--- src/hw/rtl/ppa_pkg.sv ---
package ppa_pkg;

   // field widths
   localparam int COORD_W   = 20;
   localparam int DIFF_W    = COORD_W + 1;
   localparam int PROD_W    = 2 * DIFF_W;
   localparam int CROSS_T_W = 2 * COORD_W + 1;
   localparam int CROSS_W   = 51;
   localparam int LEN_W     = 31;
   localparam int AREA_W    = 48;
   localparam int CNT_OUT_W = 11;
   localparam int SQ_W      = 42;
   localparam int ROOT_W    = SQ_W / 2;
   localparam int REM_W     = ROOT_W + 3;

   // square root takes one result bit per step
   localparam int SQRT_STEPS = ROOT_W;
   localparam int STEP_W     = $clog2(SQRT_STEPS);

   // multiplier phases
   localparam logic [2:0] PH_DXDX  = 3'd0;
   localparam logic [2:0] PH_DYDY  = 3'd1;
   localparam logic [2:0] PH_XAYB  = 3'd2;
   localparam logic [2:0] PH_XBYA  = 3'd3;
   localparam logic [2:0] PH_DRAIN = 3'd4;

   localparam logic [LEN_W-1:0]     LEN_MAX       = {LEN_W{1'b1}};
   localparam logic [AREA_W-1:0]    AREA_MAX      = {AREA_W{1'b1}};
   localparam logic [CNT_OUT_W-1:0] COUNT_OUT_MAX = {CNT_OUT_W{1'b1}};
   localparam logic signed [CROSS_W:0] CROSS_HI = {2'b00, {(CROSS_W-1){1'b1}}};
   localparam logic signed [CROSS_W:0] CROSS_LO = {2'b11, {(CROSS_W-1){1'b0}}};

   typedef struct packed {
      logic       capture;
      logic       first_load;
      logic       set_dropped;
      logic       mul_en;
      logic [2:0] mul_phase;
      logic       edge_close;
      logic       sqrt_init;
      logic       sqrt_step;
      logic       accumulate;
      logic       emit;
      logic       clear;
   } ppa_cmd_type;

   typedef struct packed {
      logic count_zero;
      logic count_below_max;
      logic count_above_one;
      logic last;
   } ppa_status_type;

endpackage

--- src/hw/rtl/ppa_ctrl.sv ---
module ppa_ctrl (
   input  logic                    clock,
   input  logic                    reset,
   input  logic                    start,
   output logic                    busy,
   input  ppa_pkg::ppa_status_type status,
   output ppa_pkg::ppa_cmd_type    cmd
);
   import ppa_pkg::*;

   localparam logic [2:0] S_IDLE   = 3'd0;
   localparam logic [2:0] S_DECIDE = 3'd1;
   localparam logic [2:0] S_MUL    = 3'd2;
   localparam logic [2:0] S_SQRT   = 3'd3;
   localparam logic [2:0] S_ACC    = 3'd4;
   localparam logic [2:0] S_CLOSE  = 3'd5;
   localparam logic [2:0] S_EMIT   = 3'd6;

   logic [2:0]        state_ff, state_in;
   logic [2:0]        phase_ff, phase_in;
   logic [STEP_W-1:0] step_ff, step_in;
   logic              closing_ff, closing_in;

   always_ff @(posedge clock) begin
      if (reset) begin
         state_ff   <= S_IDLE;
         phase_ff   <= PH_DXDX;
         step_ff    <= '0;
         closing_ff <= 1'b0;
      end else begin
         state_ff   <= state_in;
         phase_ff   <= phase_in;
         step_ff    <= step_in;
         closing_ff <= closing_in;
      end
   end

   assign busy = (state_ff != S_IDLE);

   always_comb begin
      state_in   = state_ff;
      phase_in   = phase_ff;
      step_in    = step_ff;
      closing_in = closing_ff;
      cmd        = '0;
      cmd.mul_phase  = phase_ff;
      cmd.edge_close = closing_ff;
      unique case (state_ff)
         S_IDLE: begin
            if (start) begin
               cmd.capture = 1'b1;
               state_in    = S_DECIDE;
            end
         end
         S_DECIDE: begin
            priority if (status.count_zero) begin
               cmd.first_load = 1'b1;
               state_in       = S_CLOSE;
            end else if (status.count_below_max) begin
               closing_in = 1'b0;
               phase_in   = PH_DXDX;
               state_in   = S_MUL;
            end else begin
               cmd.set_dropped = 1'b1;
               state_in        = S_CLOSE;
            end
         end
         S_MUL: begin
            cmd.mul_en = 1'b1;
            if (phase_ff == PH_DRAIN) begin
               cmd.sqrt_init = 1'b1;
               step_in       = '0;
               state_in      = S_SQRT;
            end else begin
               phase_in = phase_ff + 3'd1;
            end
         end
         S_SQRT: begin
            cmd.sqrt_step = 1'b1;
            if (step_ff == STEP_W'(SQRT_STEPS - 1)) begin
               state_in = S_ACC;
            end else begin
               step_in = step_ff + STEP_W'(1);
            end
         end
         S_ACC: begin
            cmd.accumulate = 1'b1;
            state_in       = closing_ff ? S_EMIT : S_CLOSE;
         end
         S_CLOSE: begin
            priority if (!status.last) begin
               state_in = S_IDLE;
            end else if (status.count_above_one) begin
               closing_in = 1'b1;
               phase_in   = PH_DXDX;
               state_in   = S_MUL;
            end else begin
               state_in = S_EMIT;
            end
         end
         S_EMIT: begin
            cmd.emit   = 1'b1;
            cmd.clear  = 1'b1;
            closing_in = 1'b0;
            state_in   = S_IDLE;
         end
         default: begin
            state_in = S_IDLE;
         end
      endcase
   end

endmodule

--- src/hw/rtl/ppa_datapath.sv ---
module ppa_datapath #(
   parameter int MAX_VERTICES = 1024
) (
   input  logic                                  clock,
   input  logic                                  reset,
   input  ppa_pkg::ppa_cmd_type                  cmd,
   output ppa_pkg::ppa_status_type               status,
   input  logic signed [ppa_pkg::COORD_W-1:0]    req_x_coord,
   input  logic signed [ppa_pkg::COORD_W-1:0]    req_y_coord,
   input  logic                                  req_last_vertex,
   output logic [ppa_pkg::LEN_W-1:0]             rsp_perimeter,
   output logic [ppa_pkg::AREA_W-1:0]            rsp_area,
   output logic [ppa_pkg::CNT_OUT_W-1:0]         rsp_vertex_count,
   output logic                                  rsp_overflow
);
   import ppa_pkg::*;

   localparam int CNT_W = $clog2(MAX_VERTICES + 1);

   logic signed [COORD_W-1:0]   cur_x_ff, cur_y_ff, first_x_ff, first_y_ff;
   logic signed [COORD_W-1:0]   prev_x_ff, prev_y_ff;
   logic                        last_ff;
   logic [CNT_W-1:0]            count_ff;
   logic [LEN_W-1:0]            len_sum_ff;
   logic signed [CROSS_W-1:0]   cross_sum_ff;
   logic                        dropped_ff;

   logic signed [PROD_W-1:0]    prod_ff, prod_in;
   logic [SQ_W-1:0]             sq_ff;
   logic signed [CROSS_T_W-1:0] cr_ff;
   logic [SQ_W-1:0]             sqn_ff;
   logic [REM_W-1:0]            rem_ff;
   logic [ROOT_W-1:0]           root_ff;

   // edge operands: from previous vertex to current or back to first
   logic signed [DIFF_W-1:0] ax, ay, bx, by, dx, dy, ma, mb;

   always_comb begin
      ax = {prev_x_ff[COORD_W-1], prev_x_ff};
      ay = {prev_y_ff[COORD_W-1], prev_y_ff};
      bx = cmd.edge_close ? {first_x_ff[COORD_W-1], first_x_ff}
                          : {cur_x_ff[COORD_W-1], cur_x_ff};
      by = cmd.edge_close ? {first_y_ff[COORD_W-1], first_y_ff}
                          : {cur_y_ff[COORD_W-1], cur_y_ff};
      dx = bx - ax;
      dy = by - ay;
      unique case (cmd.mul_phase)
         PH_DXDX: begin ma = dx; mb = dx; end
         PH_DYDY: begin ma = dy; mb = dy; end
         PH_XAYB: begin ma = ax; mb = by; end
         PH_XBYA: begin ma = bx; mb = ay; end
         default: begin ma = '0; mb = '0; end
      endcase
      prod_in = ma * mb;
   end

   // one result bit per step
   logic [REM_W-1:0] rem_sh, trial;
   logic             fits;

   always_comb begin
      rem_sh = {rem_ff[REM_W-3:0], sqn_ff[SQ_W-1 -: 2]};
      trial  = {1'b0, root_ff, 2'b01};
      fits   = (rem_sh >= trial);
   end

   // saturating accumulation
   logic [LEN_W:0]            len_add;
   logic signed [CROSS_W:0]   cross_add;
   logic [LEN_W-1:0]          len_next;
   logic signed [CROSS_W-1:0] cross_next;

   always_comb begin
      len_add   = {1'b0, len_sum_ff} + (LEN_W+1)'(root_ff);
      len_next  = len_add[LEN_W] ? LEN_MAX : len_add[LEN_W-1:0];
      cross_add = $signed({cross_sum_ff[CROSS_W-1], cross_sum_ff})
                + $signed({{(CROSS_W+1-CROSS_T_W){cr_ff[CROSS_T_W-1]}}, cr_ff});
      priority if (cross_add > CROSS_HI) begin
         cross_next = CROSS_HI[CROSS_W-1:0];
      end else if (cross_add < CROSS_LO) begin
         cross_next = CROSS_LO[CROSS_W-1:0];
      end else begin
         cross_next = cross_add[CROSS_W-1:0];
      end
   end

   always_ff @(posedge clock) begin
      if (reset) begin
         first_x_ff   <= '0;
         first_y_ff   <= '0;
         prev_x_ff    <= '0;
         prev_y_ff    <= '0;
         count_ff     <= '0;
         len_sum_ff   <= '0;
         cross_sum_ff <= '0;
         dropped_ff   <= 1'b0;
      end else if (cmd.clear) begin
         first_x_ff   <= '0;
         first_y_ff   <= '0;
         prev_x_ff    <= '0;
         prev_y_ff    <= '0;
         count_ff     <= '0;
         len_sum_ff   <= '0;
         cross_sum_ff <= '0;
         dropped_ff   <= 1'b0;
      end else begin
         if (cmd.first_load) begin
            first_x_ff <= cur_x_ff;
            first_y_ff <= cur_y_ff;
            prev_x_ff  <= cur_x_ff;
            prev_y_ff  <= cur_y_ff;
            count_ff   <= CNT_W'(1);
         end
         if (cmd.set_dropped) begin
            dropped_ff <= 1'b1;
         end
         if (cmd.accumulate) begin
            len_sum_ff   <= len_next;
            cross_sum_ff <= cross_next;
            if (!cmd.edge_close) begin
               prev_x_ff <= cur_x_ff;
               prev_y_ff <= cur_y_ff;
               count_ff  <= count_ff + CNT_W'(1);
            end
         end
      end
   end

   always_ff @(posedge clock) begin
      if (cmd.capture) begin
         cur_x_ff <= req_x_coord;
         cur_y_ff <= req_y_coord;
         last_ff  <= req_last_vertex;
      end
      if (cmd.mul_en) begin
         prod_ff <= prod_in;
         unique case (cmd.mul_phase)
            PH_DYDY:  sq_ff <= prod_ff[SQ_W-1:0];
            PH_XAYB:  sq_ff <= sq_ff + prod_ff[SQ_W-1:0];
            PH_XBYA:  cr_ff <= prod_ff[CROSS_T_W-1:0];
            PH_DRAIN: cr_ff <= cr_ff - prod_ff[CROSS_T_W-1:0];
            default: ;
         endcase
      end
      if (cmd.sqrt_init) begin
         sqn_ff  <= sq_ff;
         rem_ff  <= '0;
         root_ff <= '0;
      end else if (cmd.sqrt_step) begin
         sqn_ff  <= {sqn_ff[SQ_W-3:0], 2'b00};
         rem_ff  <= fits ? (rem_sh - trial) : rem_sh;
         root_ff <= {root_ff[ROOT_W-2:0], fits};
      end
   end

   assign status.count_zero      = (count_ff == '0);
   assign status.count_below_max = (32'(count_ff) < 32'(MAX_VERTICES));
   assign status.count_above_one = (32'(count_ff) > 32'd1);
   assign status.last            = last_ff;

   // result fields, read while the emit strobe is up
   logic [CROSS_W-1:0] mag;
   logic [CROSS_W-2:0] half;

   always_comb begin
      mag  = cross_sum_ff[CROSS_W-1] ? (CROSS_W)'(-cross_sum_ff) : cross_sum_ff;
      half = mag[CROSS_W-1:1];
      rsp_area = (half[CROSS_W-2:AREA_W] != '0) ? AREA_MAX : half[AREA_W-1:0];
      rsp_perimeter    = len_sum_ff;
      rsp_vertex_count = (32'(count_ff) > 32'(COUNT_OUT_MAX)) ? COUNT_OUT_MAX
                                                              : CNT_OUT_W'(count_ff);
      rsp_overflow     = dropped_ff;
   end

endmodule

--- src/hw/rtl/polygon_perimeter_and_area.sv ---
// channel   ports                                           handshake
// -------   ---------------------------------------------   --------------------------
// request   req_x_coord, req_y_coord, req_last_vertex       start high, busy low
// response  rsp_perimeter, rsp_area, rsp_vertex_count,      rsp_valid, one cycle,
//           rsp_overflow                                    cannot be held off
//
// an item that is the first vertex or a dropped one passes accept, decode and close check;
// an item that adds an edge also takes the shared 21x21 multiplier (phases dx*dx, dy*dy,
// xa*yb, xb*ya and drain), 21 square root steps at one result bit each and an accumulate
// step between decode and close check
// the item marked last adds a closing edge (if count > 1) and 1 cycle of rsp_valid
// synchronous active-high reset clears the polygon state and returns the fsm to idle
// results go out on a single-cycle strobe; the receiver cannot stall the block
module polygon_perimeter_and_area #(
   parameter int MAX_VERTICES = 1024
) (
   input  logic                               clock,
   input  logic                               reset,
   input  logic                               start,
   output logic                               busy,
   input  logic signed [ppa_pkg::COORD_W-1:0] req_x_coord,
   input  logic signed [ppa_pkg::COORD_W-1:0] req_y_coord,
   input  logic                               req_last_vertex,
   output logic                               rsp_valid,
   output logic [ppa_pkg::LEN_W-1:0]          rsp_perimeter,
   output logic [ppa_pkg::AREA_W-1:0]         rsp_area,
   output logic [ppa_pkg::CNT_OUT_W-1:0]      rsp_vertex_count,
   output logic                               rsp_overflow
);
   import ppa_pkg::*;

   // command and status between sequencer and datapath
   ppa_cmd_type    cmd;
   ppa_status_type status;

   // sequencer: vertex decode, multiplier phases, square root steps, closing edge
   ppa_ctrl u_ctrl (
      .clock  (clock),
      .reset  (reset),
      .start  (start),
      .busy   (busy),
      .status (status),
      .cmd    (cmd)
   );

   // datapath: vertex registers, shared multiplier, root unit, saturating sums
   ppa_datapath #(
      .MAX_VERTICES (MAX_VERTICES)
   ) u_datapath (
      .clock            (clock),
      .reset            (reset),
      .cmd              (cmd),
      .status           (status),
      .req_x_coord      (req_x_coord),
      .req_y_coord      (req_y_coord),
      .req_last_vertex  (req_last_vertex),
      .rsp_perimeter    (rsp_perimeter),
      .rsp_area         (rsp_area),
      .rsp_vertex_count (rsp_vertex_count),
      .rsp_overflow     (rsp_overflow)
   );

   // strobe is high for the single emit cycle, just before state clears
   assign rsp_valid = cmd.emit;

endmodule
--- config.mk ---
export PLATFORM = sky130hd
export DESIGN_NAME = polygon_perimeter_and_area
export DESIGN_NICKNAME = d
export VERILOG_FILES = /design/src/hw/rtl/ppa_pkg.sv /design/src/hw/rtl/ppa_ctrl.sv /design/src/hw/rtl/ppa_datapath.sv /design/src/hw/rtl/polygon_perimeter_and_area.sv
export SDC_FILE = /design/constraint.sdc
export NUM_CORES = 2
export LEC_CHECK = 0
export BUFFER_PORTS_ARGS = -buffer_cell sky130_fd_sc_hd__buf_4
export CAP_MARGIN = 20
export CORE_MARGIN = 2
export CORE_UTILIZATION = 35
export CTS_BUF_LIST = sky130_fd_sc_hd__clkbuf_4
export CTS_CLUSTER_SIZE = 30
export DETAILED_ROUTE_END_ITERATION = 7
export PLACE_DENSITY_LB_ADDON = 0.15
export SKIP_LAST_GASP = 1
export SLEW_MARGIN = 20
export SYNTH_ARGS = -nofsm -noshare
export SYNTH_HDL_FRONTEND = slang
export SYNTH_SLANG_ARGS = --single-unit
--- constraint.sdc ---
create_clock -name clock -period 29.4 [get_ports clock]
set_clock_uncertainty 0.1 [all_clocks]
set_input_delay 7.35 -clock clock [delete_from_list [all_inputs] [get_ports clock]]
set_output_delay 7.35 -clock clock [all_outputs]
set_load 0.01 [all_outputs]
# Word-level counts from Yosys, hierarchy flattened
# Index checks and enable logic that the tools add are counted.
# totals
ff_bits,437
latchBits,0
ramBits,0
mem_bits_ro,0
in_bits,44
elab_cells,134
memories,0
# op_classes
addsub,11
mul,1
div,0
magnitude_cmp,5
n_eq_ne,20
shift,0
muxes,58
n_bitwise,0
n_reduce_logical,18
# op_table
operator,n
21-bit case mux with 4 select lines,2
51-bit two-way mux,3
20-bit two-way mux,6
42-bit two-way mux,2
42-bit case mux with 2 select lines,1
41-bit case mux with 2 select lines,1
51-bit by 41-bit adder with 52-bit output,1
52-bit by 51-bit greater-than comparator with 1-bit output (second input constant),1
52-bit by 51-bit < comparator with 1-bit output (second input constant),1
51-bit negation,1
48-bit two-way mux,1
42-bit adder,1
21-bit by 21-bit multiplier with 42-bit output,1
21-bit two-way mux,2
21-bit by 20-bit subtractor with 21-bit output,2
41-bit subtractor,1
3-bit two-way mux,12
11-bit two-way mux,3
31-bit by 21-bit adder with 32-bit output,1
31-bit two-way mux,1
24-bit by 23-bit >= comparator with 1-bit output,1
22-bit two-way mux,1
22-bit subtractor,1
3-bit case mux with 6 select lines,1
26 further kinds,65

# Depth between registers and ports, before layout
# logic_depth
word_depth,7
mapped_depth,43
ltp_nobuf,39

# Modules after synthesis
# Synthesis repeated with hierarchy kept, for this count alone.
# unflattened
cells_unflattened,5259
hier_area_um2,46372.0
# modules_own_cells
module,instances,cells_each,area_each_um2,seq_area_each_um2
ppa_datapath,1,5152,45547.4,10590.2
ppa_ctrl,1,107,824.5,240.2

# Least setup slack after synthesis
# OpenSTA, ideal clock, no wires.
# synth_path
path_type,register to output
start,register u_datapath.cross_sum_ff[2]
end,output port rsp_area[27] (netlist bit)
t_arrival_ns,3.404
t_required_ns,21.950
setup_slack_ns,18.546
path_stages_with_launch,14
path_buffers,2
path_cell_list,dfxtp_1 nor4_2 nor3b_2 nand2_1 or3_1 or3_4 or4_4 or3_4 nand2b_4 a21boi_2 o22ai_2 buf_6 buf_6 nand2_2
# synth_between
elab_chain_len,4
# synth_rtl
element,line,text
"start, declared",ppa_datapath.sv:25,logic signed [CROSS_W-1:0] cross_sum_ff;
"start signal, assigned",ppa_datapath.sv:119,cross_sum_ff <= cross_next;
51-bit negation (*),ppa_datapath.sv:166,mag = cross_sum_ff[CROSS_W-1] ? (CROSS_W)'(-cross_sum_ff) : cross_sum_ff;
51-bit two-way mux (*),ppa_datapath.sv:166,
2-bit nonzero test,ppa_datapath.sv:168,rsp_area = (half[CROSS_W-2:AREA_W] != '0) ? AREA_MAX : half[AREA_W-1:0];
48-bit two-way mux (*),ppa_datapath.sv:168,
"end, declared",polygon_perimeter_and_area.sv:26,"output logic [ppa_pkg::AREA_W-1:0] rsp_area,"
# Mark *: on every way between the ends. The rest lies on a longest branch, timed or not.

# Final worst setup path
# layout_path
start,register u_datapath.cross_sum_ff[10]
end,output port rsp_area[18] (netlist bit)
# Same word-level chain as after synthesis.

==> flow_metrics.env <==
export IMPL_setup_violations=0
export IMPL_wl_per_cell_um=18.5
export IMPL_synth_simple_gate_area_share_pct=16.8
export IMPL_synth_adder_area_share_pct=29.5
export IMPL_async_reset_ff_share_pct=0
export IMPL_grt_pass1_vias=38300
export IMPL_finalHoldViolCount=0
export IMPL_run_status="completed"
export IMPL_grt_max_degree=83
export IMPL_end_kind="output port"
export IMPL_numCtsBuffers=135
export IMPL_yosysMostFrequentCell="nand2_1"
export IMPL_gr_total_overflow=0
export IMPL_die_x_um=367
export IMPL_slew_headroom_pct=14.9
export IMPL_dp_hpwl_um=106000
export IMPL_synth_warnings=0
export IMPL_grt_pass1_wl_um=217000
export IMPL_num_rows=133
export IMPL_ys_top_cells_by_area="fa_1 20%, edfxtp_1 14%, dfxtp_1 10%"
export IMPL_die_area_sq_mm=0.134
export IMPL_fmax_ghz=0.0771
export IMPL_max_clock_path_buffers=3
export IMPL_synth_top_area_share_pct=20.2
export IMPL_synthMuxAreaShare_pct=1.41
export IMPL_synth_edf_count=208
export IMPL_drv_slew=0
export IMPL_synth_top_area_cell="fa_1"
export IMPL_rsz0062_at_grt="false"
export IMPL_crit_arrival_ns=5.52
export IMPL_gr_usage_all_layers_pct=20.4
export IMPL_period_share_pct=44.1
export IMPL_cts_root_buffer="clkbuf_4"
export IMPL_portBuffers=136
export IMPL_antenna_left=0
export IMPL_synth_compound_area_share_pct=16.0
export IMPL_wl_um=136000
export IMPL_cp_start_kind="flop"
export IMPL_worst_slew_pin_slew_ns=1.26
export IMPL_first_pass_iters=5
export IMPL_synthFlopType="dfxtp_1"
export IMPL_nets=6356
export IMPL_cts_sinks=437
export IMPL_critPathKind="flop to output port"
export IMPL_io_pins=137
export IMPL_synthTopCellsByCount="882 x nand2_1, 695 x inv_1, 465 x fa_1"
export IMPL_synth_nets=6245
export IMPL_hold_buffers=0
export IMPL_tns_ns=0
export IMPL_fin_crit_ns=12.97
export IMPL_synth_top_family_by_area="adder cells"
export IMPL_avgSynthCellArea_sq_um=8.53
export IMPL_syn_area_sq_mm=0.0460
export IMPL_post_cts_buffers=0
export IMPL_htree_levels=4
export IMPL_critPathMaxFanout=42
export IMPL_synth_cell_types=85
export IMPL_place_gp_congestion=0.920
export IMPL_synth_cells=5395
export IMPL_fill_cells=13500
export IMPL_insertion_delay_ns=1.08
export IMPL_antenna_found_initial=2
export IMPL_ys_ff_latch=437
export IMPL_vias_per_cell=5.08
export IMPL_first_iter_violations=2176
export IMPL_setup_ws_ns=16.43
export IMPL_cts_tree="built"
export IMPL_initial_core_util_pct=35.2
export IMPL_num_vias=37400
export IMPL_drc=0
export IMPL_hold_class="flop to flop"
export IMPL_synthXorXnorAreaFrac_pct=5.21
export IMPL_cts_resized=0
export IMPL_drv_cap=0
export IMPL_drive_above_1_share_pct=9.45
export IMPL_synth_seq_area_share_pct=23.5
export IMPL_coreArea_sq_mm=0.131
export IMPL_syn2layout_area_growth_pct=10.2
export IMPL_fp_dieH_um=367
export IMPL_path_clk_slew_ns=0.07
export IMPL_dp_slack_ns=16.81
export IMPL_required_ns=21.95
[metal layers]
layer	GRT usage, %	vias up	wire (um)
li1	-	18400	-
met1	26.8	18100	62600
met2	34.3	806	63700
met3	3.05	186	6090
met4	6.64	0	3750
met5	0	-	0
[logic make-up after synthesis]
family,after synthesis
DFF,437
adders and majority gates,806
and+or+nand+nor,1709
buffers and inverters,917
AOI/OAI and AO/OA,1192
muxes,60
xor gates and xnor gates,274
[critical path: stages (launching register included)]
cell	delay [ns]
dfxtp_1	0.40
nor4_4	0.40
nand3_1	0.17
or4_4	0.58
or4_4	0.47
or4_4	0.46
nor3_2	0.17
nand2_1	0.21
nor4_4	0.37
a21boi_2	0.12
o22ai_4	0.29
buf_4	0.48
nand2_1	0.12
buf_4	0.17
[state kept, by name (all words and copies together) (netlist names), 20 cells and up]
signal and flops:
u_datapath.cur_x_ff 20, u_datapath.sqn_ff 42, u_datapath.sq_ff 42, u_datapath.rsp_perimeter 31, u_datapath.cr_ff 41, u_datapath.prod_ff 42, u_datapath.prev_y_ff 20, u_datapath.first_y_ff 20
u_datapath.prev_x_ff 20, u_datapath.root_ff 21, u_datapath.cur_y_ff 20, u_datapath.cross_sum_ff 51, u_datapath.rem_ff 22, u_datapath.first_x_ff 20
[area by class of cell]
class	count	area [sq um]	share of cell area [%]
Sequential cell	437	10800	21.3
Clock inverter	47	340	0.670
Antenna cell	4	10.0	0.0197
Timing Repair Buffer	196	1470	2.90
Inverter	695	2610	5.14
Multi-Input combinational cell	4041	31900	62.8
Tap cell	1755	2200	4.33
Clock buffer	192	1440	2.84
[per-stage QoR]
stage / std cells / hold WS [ns] / util [%] / instance area (sq um)
2_1_floorplan: 5395 / 0.332 / - / 46000
3_3_place_gp: 7124 / 0.338 / 37.4 / 49000
3_5_place_dp: 7124 / 0.345 / 37.4 / 49000
4_1_cts: 7363 / 0.354 / 38.7 / 50700
5_1_grt: 7367 / 0.365 / 38.8 / 50800
6_report: 7367 / 0.352 / 38.8 / 50800
[worst paths after layout]
check | from | end | slack [ns] | cells past startpoint
setup / recovery | u_datapath.cross_sum_ff[10]$_SDFFE_PP0N_ | rsp_area[18] | 16.43 | 13
hold / removal | u_datapath.first_x_ff[6]$_SDFFE_PP0P_ | u_datapath.first_x_ff[6]$_SDFFE_PP0P_ | 0.35 | 2
setup reg to reg | u_ctrl.closing_ff$_SDFFE_PP0P_ | u_datapath.prod_ff[38]$_DFFE_PP_ | 16.85 | 40
hold reg to reg | u_datapath.first_x_ff[6]$_SDFFE_PP0P_ | u_datapath.first_x_ff[6]$_SDFFE_PP0P_ | 0.35 | 2
[layout by cell type (no fill, tap or decap), types with 127 or more instances in the layout]
cell      synthesis  layout
nand2_1         882     879
inv_1           695     694
fa_1            465     465
a21oi_1         372     370
ha_1            341     341
o21ai_0         324     323
nor2_1          287     280
dfxtp_1         229     228
edfxtp_1        208     208
buf_4             0     196
clkbuf_4          0     192
xnor2_1         147     147
xor2_1          127     127
Power is left out: the tool's default activity adds up to more than one toggle a clock period on the data nets, which glitch-free logic cannot reach.
